[src/rtl/tcrw_pkg.sv]
// ----------------------------------------------------------------------------
// tcrw_pkg
// Types and constants shared by the text console ring writer.
// ----------------------------------------------------------------------------
`default_nettype none

package tcrw_pkg;

  localparam int MAX_COLUMNS = 64;
  localparam int MAX_LINES   = 64;
  localparam int CELLS       = MAX_COLUMNS * MAX_LINES;
  localparam int ADDR_W      = $clog2(CELLS);
  localparam int CFG_W       = 7;
  localparam int LINE_W      = 6;
  localparam int DIV_N_W     = 12;
  localparam int DIV_D_W     = 7;

  localparam logic [CFG_W-1:0]  COLS_MAX   = CFG_W'(MAX_COLUMNS);
  localparam logic [CFG_W-1:0]  RING_MAX   = CFG_W'(MAX_LINES);
  localparam logic [CFG_W-1:0]  RING_MIN   = 7'd2;
  localparam logic [CFG_W-1:0]  COLS_RST   = 7'd64;
  localparam logic [CFG_W-1:0]  RING_RST   = 7'd64;
  localparam logic [LINE_W-1:0] VIS_RST    = 6'd32;

  localparam logic [15:0] CURSOR_MARK = 16'h02DB;
  localparam logic [7:0]  CHAR_ATTR   = 8'h02;

  localparam logic [7:0] CH_BS = 8'd8;
  localparam logic [7:0] CH_LF = 8'd10;
  localparam logic [7:0] CH_CR = 8'd13;

  localparam logic [1:0] CFG_COLUMNS = 2'd0;
  localparam logic [1:0] CFG_RING    = 2'd1;
  localparam logic [1:0] CFG_VISIBLE = 2'd2;

  typedef enum logic {
    MODE_PUT  = 1'b0,
    MODE_READ = 1'b1
  } tcrw_mode_t;

  typedef struct packed {
    logic        mode;
    logic [7:0]  char_code;
    logic [11:0] read_index;
  } tcrw_cmd_t;

  typedef struct packed {
    logic [15:0] read_data;
    logic [11:0] cursor_index;
    logic [5:0]  top_line;
    logic        scrolled;
  } tcrw_res_t;

  typedef struct packed {
    logic               start;
    logic [DIV_N_W-1:0] dividend;
    logic [DIV_D_W-1:0] divisor;
  } tcrw_div_req_t;

  typedef struct packed {
    logic               done;
    logic [DIV_N_W-1:0] quot;
    logic [DIV_D_W-1:0] rem;
  } tcrw_div_rsp_t;

  typedef enum logic [3:0] {
    S_INIT,
    S_IDLE,
    S_SETTLE,
    S_CUR_CHK,
    S_CUR_REQ,
    S_CUR_WAIT,
    S_FL_REQ,
    S_FL_WAIT,
    S_EXEC,
    S_READ,
    S_BS_CHK,
    S_SCROLL_CHK,
    S_CLEAR,
    S_MARK
  } tcrw_state_t;

endpackage

`default_nettype wire

[src/rtl/tcrw_div_unit.sv]
// ----------------------------------------------------------------------------
// tcrw_div_unit
// Shared restoring divider, one quotient bit per cycle.
// ----------------------------------------------------------------------------
`default_nettype none

module tcrw_div_unit
  import tcrw_pkg::*;
(
  input  wire logic          clk,
  input  wire logic          rst,
  input  wire tcrw_div_req_t req,
  output tcrw_div_rsp_t      rsp
);

  localparam int CNT_W = $clog2(DIV_N_W);
  localparam logic [CNT_W-1:0] LAST = CNT_W'(DIV_N_W - 1);

  logic               running;
  logic               done;
  logic [CNT_W-1:0]   cnt;
  logic [DIV_N_W-1:0] num;
  logic [DIV_D_W-1:0] rem;
  logic [DIV_D_W-1:0] den;

  logic [DIV_D_W:0]   shifted;
  logic [DIV_D_W:0]   diff;
  logic               ge;
  logic [DIV_D_W-1:0] rem_next;

  always_comb begin
    shifted  = {rem, num[DIV_N_W-1]};
    ge       = shifted >= {1'b0, den};
    diff     = shifted - {1'b0, den};
    rem_next = ge ? diff[DIV_D_W-1:0] : shifted[DIV_D_W-1:0];
  end

  always_ff @(posedge clk) begin
    if (rst) begin
      running <= 1'b0;
      done    <= 1'b0;
      cnt     <= '0;
    end else begin
      done <= 1'b0;
      if (req.start) begin
        running <= 1'b1;
        cnt     <= '0;
        num     <= req.dividend;
        den     <= req.divisor;
        rem     <= '0;
      end else if (running) begin
        rem <= rem_next;
        num <= {num[DIV_N_W-2:0], ge};
        cnt <= cnt + 1'b1;
        if (cnt == LAST) begin
          running <= 1'b0;
          done    <= 1'b1;
        end
      end
    end
  end

  assign rsp.done = done;
  assign rsp.quot = num;
  assign rsp.rem  = rem;

endmodule

`default_nettype wire

[config.mk]
export PLATFORM = sky130hd
export DESIGN_NAME = tcrw_div_unit
export DESIGN_NICKNAME = d
export VERILOG_FILES = /design/src/rtl/tcrw_pkg.sv /design/src/rtl/tcrw_div_unit.sv
export SDC_FILE = /design/constraint.sdc
export NUM_CORES = 1
export LEC_CHECK = 0
export BUFFER_PORTS_ARGS = -buffer_cell sky130_fd_sc_hd__buf_2
export CORE_MARGIN = 2
export CORE_UTILIZATION = 45
export DETAILED_ROUTE_END_ITERATION = 7
export PLACE_DENSITY_LB_ADDON = 0.25
export RECOVER_POWER = 25
export SETUP_SLACK_MARGIN = 0.5
export SLEW_MARGIN = 20
export SYNTH_ARGS = -nofsm -noshare
export SYNTH_HDL_FRONTEND = slang
export SYNTH_SLANG_ARGS = --single-unit
[constraint.sdc]
create_clock -name clk -period 5.9 [get_ports clk]
set_input_delay 0.295 -clock clk [delete_from_list [all_inputs] [get_ports clk]]
set_output_delay 0.295 -clock clk [all_outputs]
set_load 0.005 [all_outputs]
==> qor.log <==
INFO  clock_tree     cts_num_sinks=32
INFO  final_layout   area_delta_synth_final=21.0%
INFO  logic_synthesis yosys.cell_types.count=44
INFO  final_layout   nets=214
INFO  floorplanning  initial_standard_cell_utilization_of_the_core=46.5%
INFO  power_and_ir_drop powerDensity=292nW/µm²
INFO  final_layout   n_antenna_cell=0
INFO  timing         worst_clock_skew=4.66ps
INFO  power_and_ir_drop power_report.internal_total=443µW
INFO  setup_path     r2r_cells=8
INFO  setup_path     r2r_slack=3710ps
INFO  drt            drc=0
INFO  floorplanning  die_width=65.0µm
INFO  placed_design  routabilityCongestion=0.834
INFO  floorplanning  y_dimension_of_the_die=65.0µm
INFO  setup_path     crit-reg2reg-launch=num[11]$_DFFE_PP_
INFO  placed_design  place_hpwl=2250µm
INFO  logic_synthesis synth-seq-cells=32
INFO  logic_synthesis synth_area_per_cell=12.1µm²
INFO  clock_tree     cts_buffers=5
INFO  timing         final.setup.tns=0ps
INFO  logic_synthesis synth_edf_count=26
INFO  hold_path      hp-start=req[2]
INFO  setup_path     critical_path.startpoint=num[11]$_DFFE_PP_
INFO  grt            grt_remaining_overflow=0
INFO  grt            first_pass_grt_wire_length=4880µm
INFO  logic_synthesis yosysTopAreaCell=edfxtp_1
INFO  setup_path     maximum_fanout_along_the_worst_path=6
INFO  power_and_ir_drop worst_ir_drop_vdd=0.160mV
INFO  setup_path     critPathRequiredTime=6000ps
INFO  clock_tree     insertion_delay=280ps
INFO  logic_synthesis synthMostInstantiatedCell=edfxtp_1
INFO  timing         timing.final.setup_violations=0
INFO  power_and_ir_drop total_leakage_power=0.000829µW
INFO  drt            detail_route.wl_per_cell=12.8µm
INFO  clock_tree     cts_tree=built
INFO  floorplanning  boundaryPins=42
INFO  grt            antenna_violations_before_repair=0
INFO  logic_synthesis synthCells=138
INFO  power_and_ir_drop pwr-share-seq=46.1%
INFO  setup_path     worstReg2RegEnd=rem[0]$_SDFFCE_PP0P_
INFO  drt            drt_iter0_drc=95
INFO  hold_path      whs_endpoint=den[2]$_DFFE_PP_
INFO  drt            wirelength=2970µm
INFO  clock_tree     clock_tree.buffer_depth=2
INFO  drt            ant_nets=0
INFO  logic_synthesis synth_top_cell_area_share=46.6%
INFO  power_and_ir_drop p_total=592µW
INFO  clock_tree     clock_tree.htree_level_count=2
INFO  timing         drv_slew=0
INFO  power_and_ir_drop sw_power=148µW
INFO  setup_path     start_kind=flip-flop
INFO  grt            number_of_global_route_vias_before_repair=1139
INFO  setup_path     worst_setup_path_end_kind=flip-flop
INFO  placed_design  port_buffers=41
INFO  final_layout   layoutNonFillerInstCount=232
INFO  floorplanning  design.core.area=3610µm²
INFO  logic_synthesis synth_area_leaders=edfxtp_1 (47%), dfxtp_1 (7.2%), mux2_2 (6.7%)
INFO  logic_synthesis syn_area=1680µm²
INFO  logic_synthesis part_of_the_yosys_area_used_for_sequential_elements=53.8%
INFO  timing         fin_crit=2190ps
INFO  clock_tree     post-cts-setup-buffers=0
INFO  outcome        outcome=finished clean
INFO  timing         rsz0062_at_grt=no
INFO  drt            drt_first_pass_iters=4
INFO  placed_design  dp.cells=224
INFO  flow_run       max_capacitance_violation_count=0
INFO  hold_path      worstHoldPathType=in -> reg
INFO  logic_synthesis yosys_most_used_dff=edfxtp_1
INFO  drt            avgViaCountPerCell=5.19
INFO  timing         max_freq=457MHz
INFO  clock_tree     clock-root-buffer=clkbuf_8
INFO  timing         timing.max_slew.rel_slack=31.8%
INFO  timing         finalHoldWorstSlack=186ps
INFO  timing         fin_crit_sh=37.1%
INFO  setup_path     worst-setup-path-type=reg -> reg
INFO  floorplanning  rows=22
INFO  logic_synthesis synth-warning-count=0
INFO  clock_tree     cts_hold_buffers=0
INFO  timing         worst_slew_pin_slew=1020ps
INFO  grt            grt_start_max_net_pins=22
INFO  logic_synthesis synth_common_cells=edfxtp_1 (26), inv_1 (11), mux2_2 (10)
INFO  timing         hold_viol_final=0
INFO  hold_path      min_path_cells=1
INFO  clock_tree     clock_transition_at_path_regs=70ps
INFO  logic_synthesis syn-num-nets=169
INFO  floorplanning  dieArea=4230µm²
INFO  setup_path     worst_ep_arrival_time=2290ps
INFO  grt            grt_usage=15.7%
INFO  power_and_ir_drop power.switching_fraction=25.1%
INFO  logic_synthesis async_flop_share=0%
INFO  clock_tree     gates_resized_cts_repair=0
INFO  drt            via_count=1204
INFO  power_and_ir_drop fraction_of_power_consumed_by_combinational_cells=19.6%
INFO  power_and_ir_drop p_clk_share=34.2%
INFO  final_layout   drive_above_1_share=35.3%
==> critical path, cell delays in order (launching register included) <==
cell	delay, ps
edfxtp_1	380
inv_1	60
ha_1	220
fa_1	400
nand2b_1	170
o2bb2ai_2	160
a31oi_2	290
nor3_1	90
a211oi_1	220
==> power groups by stage <==
stage               registers [µW]  logic (µW)  clock network, µW
floorplan                      277        84.4                  0
global placement               277         113                  0
detailed placement             278         115                  0
CTS                            273         116                210
global route                   275         130                221
finish                         273         116                203
==> worst max-delay path by stage <==
stage | to
after global routing | rem[0]$_SDFFCE_PP0P_
after global placement | rem[6]$_SDFFCE_PP0P_
after detailed placement | rem[0]$_SDFFCE_PP0P_
after floorplan | rem[6]$_SDFFCE_PP0P_
after CTS | rem[0]$_SDFFCE_PP0P_
final | rem[0]$_SDFFCE_PP0P_
==> logic make-up (layout without fill, tap and decap cells) <==
kind of cell / after synthesis / in the layout / share of synthesized area [%]
buffers and inverters: 16 / 62 / 4.26
xor gates and xnor gates: 5 / 5 / 2.61
muxes: 15 / 15 / 9.86
AOI/OAI and AO/OA: 26 / 26 / 11.7
adders and majority gates: 9 / 9 / 7.17
DFF: 32 / 32 / 53.8
and+or+nand+nor: 35 / 35 / 10.7
==> per-layer routing <==
| metal | share of wire, % | GRT usage, % |
|---|---|---|
| met3 | 6.0 | 6.94 |
| met4 | 1.9 | 8.07 |
| met1 | 45 | 16.8 |
| met5 | 0 | 0 |
| met2 | 47 | 26.2 |
==> cell usage in the layout, fill, tap and decap left out, types with 5 or more instances in the layout <==
cell type,Yosys,layout
a21oi_1,6,6
buf_2,0,39
clkbuf_8,0,5
dfxtp_1,6,6
edfxtp_1,26,26
ha_1,8,8
inv_1,11,11
mux2_2,10,10
nand3_1,5,5
nor2_1,9,9
nor3_1,5,5
==> metrics by stage <==
step | util [%] | worst slack (ps) | cell area [µm²]
finish | 56.2 | 3710 | 2030
global route | 56.2 | 3530 | 2030
CTS | 56.3 | 3720 | 2030
detailed placement | 53.3 | 3750 | 1920
global placement | 53.3 | 3830 | 1920
floorplan | - | 3860 | 1680
==> state kept, by name, indices dropped and copies added, names as in the netlist <==
register  cells
num          12
den           7
done          1
rem           7
cnt           4
running       1
==> area by class of cell <==
class / instances / area [µm²]
Sequential cell: 32 / 901
Tap cell: 48 / 60.1
Multi-Input combinational cell: 90 / 703
Clock buffer: 6 / 72.6
Timing Repair Buffer: 42 / 210
Fill cell: 334 / 1580
Inverter: 12 / 45.0
Clock inverter: 2 / 35.0
(Power assumes the default switching activity.)
